===== src/dms_pkg.sv =====
// dms_pkg: types, field widths and constants for the DMS angle ALU.
// Used by dms_div, dms_norm, dms_angle_alu_top and the testbench; no dependencies.
`default_nettype none
package dms_pkg;

    localparam int FACTOR_WIDTH = 16;
    localparam int FUNC_W       = 3;
    localparam int DEG_W        = 9;
    localparam int MIN_W        = 6;
    localparam int SEC_W        = 6;
    localparam int TOT_W        = 21;

    localparam logic [FUNC_W-1:0] FUNC_ADD = 3'd0;
    localparam logic [FUNC_W-1:0] FUNC_SUB = 3'd1;
    localparam logic [FUNC_W-1:0] FUNC_MUL = 3'd2;
    localparam logic [FUNC_W-1:0] FUNC_DIV = 3'd3;
    localparam logic [FUNC_W-1:0] FUNC_CMP = 3'd4;

    localparam int SEC_PER_MIN  = 60;
    localparam int SEC_PER_DEG  = 3600;
    localparam int DEG_PER_TURN = 360;
    localparam int MIN_PER_TURN = 21600;
    localparam int SEC_PER_TURN = 1296000;

    // bias that lifts every signed total above zero
    localparam int T_BIAS = 2 * SEC_PER_TURN;
    localparam int T_W    = 31;

    // factor folded onto a positive multiple of a turn in minutes
    localparam int U_W  = FACTOR_WIDTH + 1;
    localparam int FOLD = 2 * MIN_PER_TURN;

    localparam int REM_W = 12;
    localparam int QT_W  = 11;

    // floor reciprocals, each leaves the quotient at most one short
    localparam longint R_TURN = (64'd1 << T_W) / SEC_PER_TURN;
    localparam longint R_DEG  = (64'd1 << TOT_W) / SEC_PER_DEG;
    localparam longint R_MIN  = (64'd1 << REM_W) / SEC_PER_MIN;
    localparam longint R_DEGU = (64'd1 << U_W) / DEG_PER_TURN;
    localparam longint R_MINU = (64'd1 << U_W) / MIN_PER_TURN;

    localparam int NUM_LANES  = 3;
    localparam int DIV_STAGES = 3;
    localparam int DIV_STEPS  = 3;
    localparam int NUM_W      = DIV_STAGES * DIV_STEPS;

    typedef struct packed {
        logic [FUNC_W-1:0]              func;
        logic [DEG_W-1:0]               a_degrees;
        logic [MIN_W-1:0]               a_minutes;
        logic [SEC_W-1:0]               a_seconds;
        logic [DEG_W-1:0]               b_degrees;
        logic [MIN_W-1:0]               b_minutes;
        logic [SEC_W-1:0]               b_seconds;
        logic signed [FACTOR_WIDTH-1:0] factor;
    } in_word_t;

    typedef struct packed {
        logic [DEG_W-1:0] res_degrees;
        logic [MIN_W-1:0] res_minutes;
        logic [SEC_W-1:0] res_seconds;
        logic [TOT_W-1:0] total_secs;
        logic             a_less;
        logic             a_greater;
        logic             a_equal;
        logic             div_zero;
    } out_word_t;

    typedef struct packed {
        logic less;
        logic greater;
        logic equal;
        logic div_zero;
    } flags_t;

endpackage
`default_nettype wire


===== src/dms_div.sv =====
// dms_div: pipelined restoring divider, three unsigned lanes sharing one divisor.
// Three bits of quotient per stage, each stage registered; quotients come from the last stage. Uses dms_pkg.
`default_nettype none
module dms_div (
    input  logic                                              clk,
    input  logic [dms_pkg::NUM_LANES-1:0][dms_pkg::NUM_W-1:0] dividend,
    input  logic [dms_pkg::FACTOR_WIDTH-1:0]                   divisor,
    output logic [dms_pkg::NUM_LANES-1:0][dms_pkg::NUM_W-1:0] quotient
);
    import dms_pkg::*;

    localparam int RW = FACTOR_WIDTH;

    logic [RW-1:0]    rem_reg  [DIV_STAGES][NUM_LANES];
    logic [RW-1:0]    rem_next [DIV_STAGES][NUM_LANES];
    logic [NUM_W-1:0] num_reg  [DIV_STAGES][NUM_LANES];
    logic [NUM_W-1:0] num_next [DIV_STAGES][NUM_LANES];
    logic [RW-1:0]    dvs_reg  [DIV_STAGES];
    logic [RW-1:0]    src_rem  [DIV_STAGES][NUM_LANES];
    logic [NUM_W-1:0] src_num  [DIV_STAGES][NUM_LANES];
    logic [RW-1:0]    src_dvs  [DIV_STAGES];

    always_comb
    begin
        for (int ln = 0; ln < NUM_LANES; ln++)
        begin
            src_rem[0][ln] = '0;
            src_num[0][ln] = dividend[ln];
        end
        src_dvs[0] = divisor;
        for (int st = 1; st < DIV_STAGES; st++)
        begin
            for (int ln = 0; ln < NUM_LANES; ln++)
            begin
                src_rem[st][ln] = rem_reg[st-1][ln];
                src_num[st][ln] = num_reg[st-1][ln];
            end
            src_dvs[st] = dvs_reg[st-1];
        end
    end

    always_comb
    begin
        logic [RW-1:0]    rem;
        logic [NUM_W-1:0] num;
        logic [RW:0]      sh;
        for (int st = 0; st < DIV_STAGES; st++)
        begin
            for (int ln = 0; ln < NUM_LANES; ln++)
            begin
                rem = src_rem[st][ln];
                num = src_num[st][ln];
                for (int j = 0; j < DIV_STEPS; j++)
                begin
                    sh  = {rem, num[NUM_W-1]};
                    num = {num[NUM_W-2:0], 1'b0};
                    if (sh >= {1'b0, src_dvs[st]})
                    begin
                        rem    = RW'(sh - {1'b0, src_dvs[st]});
                        num[0] = 1'b1;
                    end
                    else
                    begin
                        rem = sh[RW-1:0];
                    end
                end
                rem_next[st][ln] = rem;
                num_next[st][ln] = num;
            end
        end
    end

    always_ff @(posedge clk)
    begin
        for (int st = 0; st < DIV_STAGES; st++)
        begin
            dvs_reg[st] <= src_dvs[st];
            for (int ln = 0; ln < NUM_LANES; ln++)
            begin
                rem_reg[st][ln] <= rem_next[st][ln];
                num_reg[st][ln] <= num_next[st][ln];
            end
        end
    end

    always_comb
    begin
        for (int ln = 0; ln < NUM_LANES; ln++)
        begin
            quotient[ln] = num_reg[DIV_STAGES-1][ln];
        end
    end

endmodule
`default_nettype wire


===== src/dms_norm.sv =====
// dms_norm: six-stage pipeline that reduces a biased total modulo one turn, then splits
// it into degrees, minutes and seconds by reciprocal multiply. Uses dms_pkg.
`default_nettype none
module dms_norm (
    input  logic                      clk,
    input  logic                      rst_n,
    input  logic                      valid_in,
    input  dms_pkg::flags_t           flags_in,
    input  logic [dms_pkg::T_W-1:0]   total_in,
    output logic                      valid_out,
    output dms_pkg::out_word_t        result
);
    import dms_pkg::*;

    logic [5:0]       v_reg;
    logic [5:0]       v_next;
    flags_t           fl_reg [5];
    logic [T_W-1:0]   t1_reg;
    logic [QT_W-1:0]  qt1_reg, qt1_next;
    logic [TOT_W-1:0] r2_reg, r2_next;
    logic [TOT_W-1:0] r3_reg;
    logic [9:0]       qd3_reg, qd3_next;
    logic [TOT_W-1:0] r4_reg;
    logic [DEG_W-1:0] d4_reg, d4_next;
    logic [REM_W-1:0] rem4_reg, rem4_next;
    logic [TOT_W-1:0] r5_reg;
    logic [DEG_W-1:0] d5_reg;
    logic [REM_W-1:0] rem5_reg;
    logic [6:0]       qm5_reg, qm5_next;
    out_word_t        res_reg, res_next;

    always_comb
    begin
        logic [T_W-1:0] r0;
        logic [12:0]    rem0;
        logic [6:0]     s0;
        v_next   = {v_reg[4:0], valid_in};
        qt1_next = QT_W'((42'(total_in) * 42'(R_TURN)) >> T_W);

        r0 = T_W'(t1_reg - T_W'(T_W'(qt1_reg) * T_W'(SEC_PER_TURN)));
        if (r0 >= T_W'(SEC_PER_TURN))
        begin
            r0 = T_W'(r0 - T_W'(SEC_PER_TURN));
        end
        r2_next = TOT_W'(r0);

        qd3_next = 10'((31'(r2_reg) * 31'(R_DEG)) >> TOT_W);

        rem0    = 13'(r3_reg - TOT_W'(TOT_W'(qd3_reg) * TOT_W'(SEC_PER_DEG)));
        d4_next = DEG_W'(qd3_reg);
        if (rem0 >= 13'(SEC_PER_DEG))
        begin
            rem0    = 13'(rem0 - 13'(SEC_PER_DEG));
            d4_next = DEG_W'(qd3_reg + 10'd1);
        end
        rem4_next = REM_W'(rem0);

        qm5_next = 7'((19'(rem4_reg) * 19'(R_MIN)) >> REM_W);

        s0                   = 7'(rem5_reg - REM_W'(REM_W'(qm5_reg) * REM_W'(SEC_PER_MIN)));
        res_next.res_minutes = MIN_W'(qm5_reg);
        if (s0 >= 7'(SEC_PER_MIN))
        begin
            s0                   = 7'(s0 - 7'(SEC_PER_MIN));
            res_next.res_minutes = MIN_W'(qm5_reg + 7'd1);
        end
        res_next.res_seconds = SEC_W'(s0);
        res_next.res_degrees = d5_reg;
        res_next.total_secs  = r5_reg;
        res_next.a_less      = fl_reg[4].less;
        res_next.a_greater   = fl_reg[4].greater;
        res_next.a_equal     = fl_reg[4].equal;
        res_next.div_zero    = fl_reg[4].div_zero;
    end

    always_ff @(posedge clk or negedge rst_n)
    begin
        if (!rst_n)
        begin
            v_reg <= '0;
        end
        else
        begin
            v_reg <= v_next;
        end
    end

    always_ff @(posedge clk)
    begin
        fl_reg[0] <= flags_in;
        for (int i = 1; i < 5; i++)
        begin
            fl_reg[i] <= fl_reg[i-1];
        end
        t1_reg   <= total_in;
        qt1_reg  <= qt1_next;
        r2_reg   <= r2_next;
        r3_reg   <= r2_reg;
        qd3_reg  <= qd3_next;
        r4_reg   <= r3_reg;
        d4_reg   <= d4_next;
        rem4_reg <= rem4_next;
        r5_reg   <= r4_reg;
        d5_reg   <= d4_reg;
        rem5_reg <= rem4_reg;
        qm5_reg  <= qm5_next;
        res_reg  <= res_next;
    end

    assign valid_out = v_reg[5];
    assign result    = res_reg;

endmodule
`default_nettype wire


===== src/dms_angle_alu_top.sv =====
// dms_angle_alu_top: degrees/minutes/seconds angle ALU, eleven-stage pipeline.
// Throughput: one word per cycle; busy is always low.
// The depth is set by the three-stage divider and the reciprocal modulo stages.
// Reset (rst_n, asynchronous) clears the valid bits only; no results are owed.
`default_nettype none
module dms_angle_alu_top (
    input  logic               clk,
    input  logic               rst_n,
    input  logic               start,
    output logic               busy,
    input  dms_pkg::in_word_t  operands,
    output logic               done,
    output dms_pkg::out_word_t result
);
    import dms_pkg::*;

    localparam int FW = FACTOR_WIDTH;

    logic [3:0]                          v_reg;
    in_word_t                            w1_reg, w2_reg, w3_reg;
    flags_t                              fl1_reg, fl2_reg, fl3_reg, fl4_reg;
    flags_t                              fl1_next;
    logic [U_W-1:0]                      u1_reg, u2_reg;
    logic [U_W-1:0]                      u1_next;
    logic [8:0]                          q360_reg, q360_next;
    logic [2:0]                          q216_reg, q216_next;
    logic [8:0]                          f360_reg, f360_next;
    logic [14:0]                         f216_reg, f216_next;
    logic [TOT_W-1:0]                    fpos_reg, fpos_next;
    logic [17:0]                         pd_reg, pd_next;
    logic [20:0]                         pm_reg, pm_next;
    logic [26:0]                         ps_reg, ps_next;
    logic signed [10:0]                  sd_reg, sd_next;
    logic signed [10:0]                  sm_reg, sm_next;
    logic signed [10:0]                  ss_reg, ss_next;
    logic                                mul_reg;
    logic                                v5_reg;
    flags_t                              fl5_reg;
    logic [T_W-1:0]                      t5_reg, t5_next;
    logic [FW-1:0]                       fabs;
    logic [NUM_LANES-1:0][NUM_W-1:0]     dividend;
    logic [NUM_LANES-1:0][NUM_W-1:0]     quot;

    assign busy = 1'b0;

    assign fabs     = operands.factor[FW-1] ? FW'(-operands.factor) : FW'(operands.factor);
    assign dividend = {NUM_W'(operands.a_degrees), NUM_W'(operands.a_minutes),
                       NUM_W'(operands.a_seconds)};

    dms_div u_div (
        .clk      (clk),
        .dividend (dividend),
        .divisor  (fabs),
        .quotient (quot)
    );

    always_comb
    begin
        logic        eq;
        logic        lt;
        logic [16:0] r360;
        logic [16:0] r216;
        logic [9:0]  qd;
        logic [9:0]  qm;
        logic [9:0]  qs;
        // stage 1: flags and factor fold
        eq = (operands.a_degrees == operands.b_degrees) &&
             (operands.a_minutes == operands.b_minutes) &&
             (operands.a_seconds == operands.b_seconds);
        lt = (operands.a_degrees < operands.b_degrees) ||
             ((operands.a_degrees == operands.b_degrees) &&
              (operands.a_minutes < operands.b_minutes)) ||
             ((operands.a_degrees == operands.b_degrees) &&
              (operands.a_minutes == operands.b_minutes) &&
              (operands.a_seconds < operands.b_seconds));
        fl1_next.less     = lt;
        fl1_next.equal    = eq;
        fl1_next.greater  = !lt && !eq;
        fl1_next.div_zero = (operands.func == FUNC_DIV) && (operands.factor == '0);
        u1_next = U_W'(U_W'(operands.factor) + U_W'(FOLD));

        // stage 2: reciprocal quotients of the folded factor
        q360_next = 9'((27'(u1_reg) * 27'(R_DEGU)) >> U_W);
        q216_next = 3'((27'(u1_reg) * 27'(R_MINU)) >> U_W);

        // stage 3: factor modulo 360, 21600 and one turn
        r360 = U_W'(u2_reg - U_W'(U_W'(q360_reg) * U_W'(DEG_PER_TURN)));
        if (r360 >= U_W'(DEG_PER_TURN))
        begin
            r360 = U_W'(r360 - U_W'(DEG_PER_TURN));
        end
        f360_next = 9'(r360);
        r216 = U_W'(u2_reg - U_W'(U_W'(q216_reg) * U_W'(MIN_PER_TURN)));
        if (r216 >= U_W'(MIN_PER_TURN))
        begin
            r216 = U_W'(r216 - U_W'(MIN_PER_TURN));
        end
        f216_next = 15'(r216);
        fpos_next = w2_reg.factor[FW-1] ?
                    TOT_W'(32'(w2_reg.factor) + 32'(SEC_PER_TURN)) :
                    TOT_W'(w2_reg.factor);

        // stage 4: products and raw signed fields
        pd_next = 18'(18'(w3_reg.a_degrees) * 18'(f360_reg));
        pm_next = 21'(21'(w3_reg.a_minutes) * 21'(f216_reg));
        ps_next = 27'(27'(w3_reg.a_seconds) * 27'(fpos_reg));
        qd = 10'(quot[2]);
        qm = 10'(quot[1]);
        qs = 10'(quot[0]);
        case (w3_reg.func)
            FUNC_ADD:
            begin
                sd_next = $signed(11'(w3_reg.a_degrees) + 11'(w3_reg.b_degrees));
                sm_next = $signed(11'(w3_reg.a_minutes) + 11'(w3_reg.b_minutes));
                ss_next = $signed(11'(w3_reg.a_seconds) + 11'(w3_reg.b_seconds));
            end
            FUNC_SUB:
            begin
                sd_next = $signed(11'(w3_reg.a_degrees) - 11'(w3_reg.b_degrees));
                sm_next = $signed(11'(w3_reg.a_minutes) - 11'(w3_reg.b_minutes));
                ss_next = $signed(11'(w3_reg.a_seconds) - 11'(w3_reg.b_seconds));
            end
            FUNC_DIV:
            begin
                if (fl3_reg.div_zero)
                begin
                    sd_next = '0;
                    sm_next = '0;
                    ss_next = '0;
                end
                else if (w3_reg.factor[FW-1])
                begin
                    sd_next = $signed(11'(11'd0 - 11'(qd)));
                    sm_next = $signed(11'(11'd0 - 11'(qm)));
                    ss_next = $signed(11'(11'd0 - 11'(qs)));
                end
                else
                begin
                    sd_next = $signed(11'(qd));
                    sm_next = $signed(11'(qm));
                    ss_next = $signed(11'(qs));
                end
            end
            default:
            begin
                sd_next = $signed(11'(w3_reg.a_degrees));
                sm_next = $signed(11'(w3_reg.a_minutes));
                ss_next = $signed(11'(w3_reg.a_seconds));
            end
        endcase
    end

    // stage 5: total seconds, biased except for multiply
    always_comb
    begin
        logic [T_W-1:0]     t_mul;
        logic signed [31:0] t_small;
        t_mul   = T_W'(T_W'(pd_reg) * T_W'(SEC_PER_DEG)) +
                  T_W'(T_W'(pm_reg) * T_W'(SEC_PER_MIN)) + T_W'(ps_reg);
        t_small = 32'(sd_reg) * 32'(SEC_PER_DEG) + 32'(sm_reg) * 32'(SEC_PER_MIN) +
                  32'(ss_reg) + 32'(T_BIAS);
        t5_next = mul_reg ? t_mul : T_W'(t_small);
    end

    always_ff @(posedge clk or negedge rst_n)
    begin
        if (!rst_n)
        begin
            v_reg  <= '0;
            v5_reg <= 1'b0;
        end
        else
        begin
            v_reg  <= {v_reg[2:0], start};
            v5_reg <= v_reg[3];
        end
    end

    always_ff @(posedge clk)
    begin
        w1_reg   <= operands;
        fl1_reg  <= fl1_next;
        u1_reg   <= u1_next;
        w2_reg   <= w1_reg;
        fl2_reg  <= fl1_reg;
        u2_reg   <= u1_reg;
        q360_reg <= q360_next;
        q216_reg <= q216_next;
        w3_reg   <= w2_reg;
        fl3_reg  <= fl2_reg;
        f360_reg <= f360_next;
        f216_reg <= f216_next;
        fpos_reg <= fpos_next;
        fl4_reg  <= fl3_reg;
        pd_reg   <= pd_next;
        pm_reg   <= pm_next;
        ps_reg   <= ps_next;
        sd_reg   <= sd_next;
        sm_reg   <= sm_next;
        ss_reg   <= ss_next;
        mul_reg  <= (w3_reg.func == FUNC_MUL);
        fl5_reg  <= fl4_reg;
        t5_reg   <= t5_next;
    end

    dms_norm u_norm (
        .clk       (clk),
        .rst_n     (rst_n),
        .valid_in  (v5_reg),
        .flags_in  (fl5_reg),
        .total_in  (t5_reg),
        .valid_out (done),
        .result    (result)
    );

    a_latency: assert property (@(posedge clk) disable iff (!rst_n)
        start |-> ##11 done)
        else $error("result word missing eleven cycles after start");

    a_flags: assert property (@(posedge clk) disable iff (!rst_n)
        done |-> $onehot({result.a_less, result.a_greater, result.a_equal}))
        else $error("compare flags not one-hot");

    a_range: assert property (@(posedge clk) disable iff (!rst_n)
        done |-> (result.res_degrees < 9'd360) && (result.res_minutes < 6'd60) &&
                 (result.res_seconds < 6'd60))
        else $error("result not normalised");

    a_divzero: assert property (@(posedge clk) disable iff (!rst_n)
        (done && result.div_zero) |-> (result.total_secs == '0))
        else $error("divide by zero gave non-zero angle");

endmodule
`default_nettype wire


===== config.mk =====
export PLATFORM = sky130hd
export DESIGN_NAME = dms_angle_alu_top
export DESIGN_NICKNAME = d
export VERILOG_FILES = /design/src/dms_pkg.sv /design/src/dms_div.sv /design/src/dms_norm.sv /design/src/dms_angle_alu_top.sv
export SDC_FILE = /design/constraint.sdc
export NUM_CORES = 2
export LEC_CHECK = 0
export BUFFER_PORTS_ARGS = -buffer_cell sky130_fd_sc_hd__buf_2
export CORE_AREA = 5 5 374 376
export DETAILED_ROUTE_END_ITERATION = 8
export DIE_AREA = 0 0 379 381
export GPL_TIMING_DRIVEN = 0
export MAX_ROUTING_LAYER = met4
export PLACE_DENSITY_LB_ADDON = 0.08
export SLEW_MARGIN = 20
export SYNTH_ARGS = -nofsm -noshare
export SYNTH_HDL_FRONTEND = slang
export SYNTH_SLANG_ARGS = --single-unit

===== constraint.sdc =====
create_clock -name clk -period 10.8 [get_ports clk]
set_input_delay 2.16 -clock clk [delete_from_list [all_inputs] [get_ports clk]]
set_output_delay 2.16 -clock clk [all_outputs]
set_load 0.02 [all_outputs]

==> results.py <==
metrics = {
    "floorplan": {
        "fp.dieW_um": 379,
        "fp.dieArea_mm2": 0.144,
        "die_h_um": 381,
        "start_util_pct": 54.3,
        "num_rows": 136,
        "io_pins": 112,
        "fp.coreArea_mm2": 0.136,
    },
    "timing": {
        "maxSlewViolCount": 0,
        "tightestPinTransition_ns": 1.18,
        "setup_ws_ns": 0.568,
        "hold_violations": 0,
        "skew_ns": 0.0376,
        "period_needed_ns": 10.23,
        "fmax_ghz": 0.0977,
        "finalSetupTns_ns": 0,
        "relSlewSlack_pct": 21.3,
        "rsz0062_at_grt": "false",
        "finalSetupViolations": 0,
        "min_period_over_period_pct": 94.7,
    },
    "global_route": {
        "antenna_found_initial": 6,
        "grt_max_degree": 18,
        "grt-ovfl-total": 0,
        "grt_pass1_vias": 55400,
        "grt_pass1_wl_um": 299000,
        "track_usage_pct": 26.8,
    },
    "run": {
        "drv_cap": 0,
    },
    "yosys": {
        "synthArstFlopShare_pct": 1.40,
        "syn_area_per_cell_um2": 9.19,
        "synth_area_mm2": 0.0741,
        "synth_flop_cell": "dfxtp_1",
        "synth_edf_count": 0,
        "yosysUniqueCellTypes": 88,
        "ys_seq_elements": 787,
        "synth_warnings": 0,
        "synth_cells": 8067,
        "synth.yosys.seq_area_share_pct": 21.3,
    },
    "final_layout": {
        "largest_reg_flops": 80,
        "stdcell_count": 10100,
        "fin_nets": 10200,
        "areaGrowthSynthToFinish_pct": 8.28,
        "drive_above_1_share_pct": 6.19,
        "nFillCells": 12100,
    },
    "placed_design": {
        "place.port_buffers": 110,
        "dp_slack_ns": -1.75,
        "place_hpwl_um": 157000,
        "dp_cells": 9981,
        "gp_congestion": 0.947,
    },
    "setup_path": {
        "crit_slowest_cell": "o41ai_1",
        "r2r-end": "u_div.rem_reg[1][32]",
        "crit_required_ns": 11.37,
        "arrival_ns": 10.81,
        "critical_path_buf_inv_count": 9,
        "max_stage_delay_ns": 0.87,
        "cp_max_fo": 10,
        "r2r_start": "u_div.dvs_reg[0][12]",
        "crit_type": "flop to flop",
        "cp_top_family": "compound AO/OA/AOI/OAI gates",
        "r2r_slack_ns": 0.57,
        "reg2reg_depth": 33,
        "cp-start-kind": "flop",
        "endpoint_kind": "flop",
    },
    "worst_hold_path": {
        "min_from": "w1_reg[33]",
        "hold_path.class": "flop to flop",
        "hold_path_end": "w2_reg[33]",
        "holdPathStages": 0,
    },
    "detailed_routing": {
        "drcViolationCount": 0,
        "ant_nets": 0,
        "post_drt_wl_per_cell_um": 18.6,
        "drt_iter0_markers": 3472,
        "first_pass_iters": 5,
        "vias": 56100,
        "drt-vias-per-instance": 5.53,
        "wl_um": 189000,
    },
    "clock_network": {
        "clk_pin_slew_ns": 0.06,
        "clock_sinks": 787,
        "cts_tree": "done",
        "root_buffer": "clkbuf_16",
        "cts_buffers": 87,
        "clk_latency_ns": 0.71,
        "clock_path_buffers": 3,
        "htree_levels": 3,
    },
    "outcome": {
        "run_status": "complete, no violations",
    },
}
[Yosys cell counts, drive strengths merged (12+ instances only)]
master | number | area (um2)
a21boi | 59 | 443
buf | 22 | 136
nand2b | 76 | 475
a21oi | 470 | 2350
or4 | 12 | 93.8
nor4 | 32 | 200
a211o | 15 | 131
mux2i | 38 | 380
nor3b | 16 | 120
a2111oi | 14 | 141
o21a | 89 | 668
o211ai | 32 | 240
nor3 | 145 | 737
a21o | 171 | 1280
nand2 | 512 | 1920
a31oi | 49 | 307
fa | 608 | 12200
nand4 | 82 | 513
nor2 | 419 | 1580
xor2 | 187 | 1640
dfxtp | 776 | 15500
or2 | 31 | 194
o41ai | 14 | 123
and3 | 37 | 231
ha | 1246 | 15600
xnor2 | 382 | 3350
nand3 | 90 | 450
or3 | 43 | 269
a211oi | 53 | 410
a22oi | 13 | 97.6
o31ai | 47 | 353
mux2 | 141 | 1610
o21ai | 360 | 1800
inv | 1211 | 4550
o31a | 16 | 140
o21bai | 69 | 518
nor2b | 98 | 613
clkbuf | 114 | 428
and2 | 130 | 813
[layout by cell type, fill, tap and decap left out, types with 135 or more instances in the layout]
master   netlist  final
a21oi_1      470    466
nor3_1       144    144
nand2_1      512    512
a21o_1       171    171
xnor2_1      382    379
xor2_1       187    184
ha_1        1246   1245
nor2_1       418    417
mux2_2       135    135
dfxtp_1      776    775
o21ai_0      359    355
fa_1         608    608
inv_1       1208   1205
[logic make-up after synthesis]
logic type               synth area share (%)
adder cells (fa/ha/maj)                  37.5
AND/OR/NAND/NOR                          11.4
AO/OA/AOI/OAI                            13.5
buffers and inverters                    6.89
flip-flops                               21.3
XOR/XNOR                                 6.72
multiplexers                             2.69
other                                 0.00506
[what timing repair did]
item	4_1_cts	5_1_grt
resized for setup	9	26
pin swaps	1	4
buffers inserted	2	6
endpoints found under the setup margin	36	66
hold buffers	0	0
[per-stage QoR]
stage	cell area (um2)	util [%]	hold slack (ns)
global route	80200	58.8	0.325
finish	80300	58.8	0.308
detailed placement	77000	56.4	0.312
global placement	76900	56.4	0.310
floorplan	74100	-	0.310
CTS	80100	58.7	0.311
[area by class of cell]
cell class	instances	area, um2	share of cell area, %
Timing Repair Buffer	120	623	0.776
Tap cell	1794	2240	2.80
Clock buffer	106	2410	3.00
Buffer	132	558	0.695
Sequential cell	787	15800	19.7
Multi-Input combinational cell	5941	53400	66.5
Antenna cell	3	7.51	0.00935
Inverter	1211	4550	5.67
Clock inverter	52	677	0.843
[worst max-delay path by stage]
stage / startpoint / end / cells past startpoint
floorplan: operands[2] / u_div.rem_reg[0][10] / 38
global placement: operands[0] / u_div.rem_reg[0][14] / 40
detailed placement: operands[0] / u_div.rem_reg[0][14] / 40
CTS: operands[2] / u_div.rem_reg[0][14] / 39
global route: u_div.dvs_reg[0][12] / u_div.rem_reg[1][39] / 38
finish: u_div.dvs_reg[0][12] / u_div.rem_reg[1][32] / 33
[routing by layer]
metal  up-vias  part of all wire [%]  track usage (%)
met5         -                     0                -
met4         0                   3.7             8.72
met3       312                   5.1             2.87
met2      1374                    45             42.0
met1     26800                    46             36.6
li1      27700                     -                -
Power is left out: the tool's default activity adds up to more than one toggle a clock period on the data nets, which glitch-free logic cannot reach.
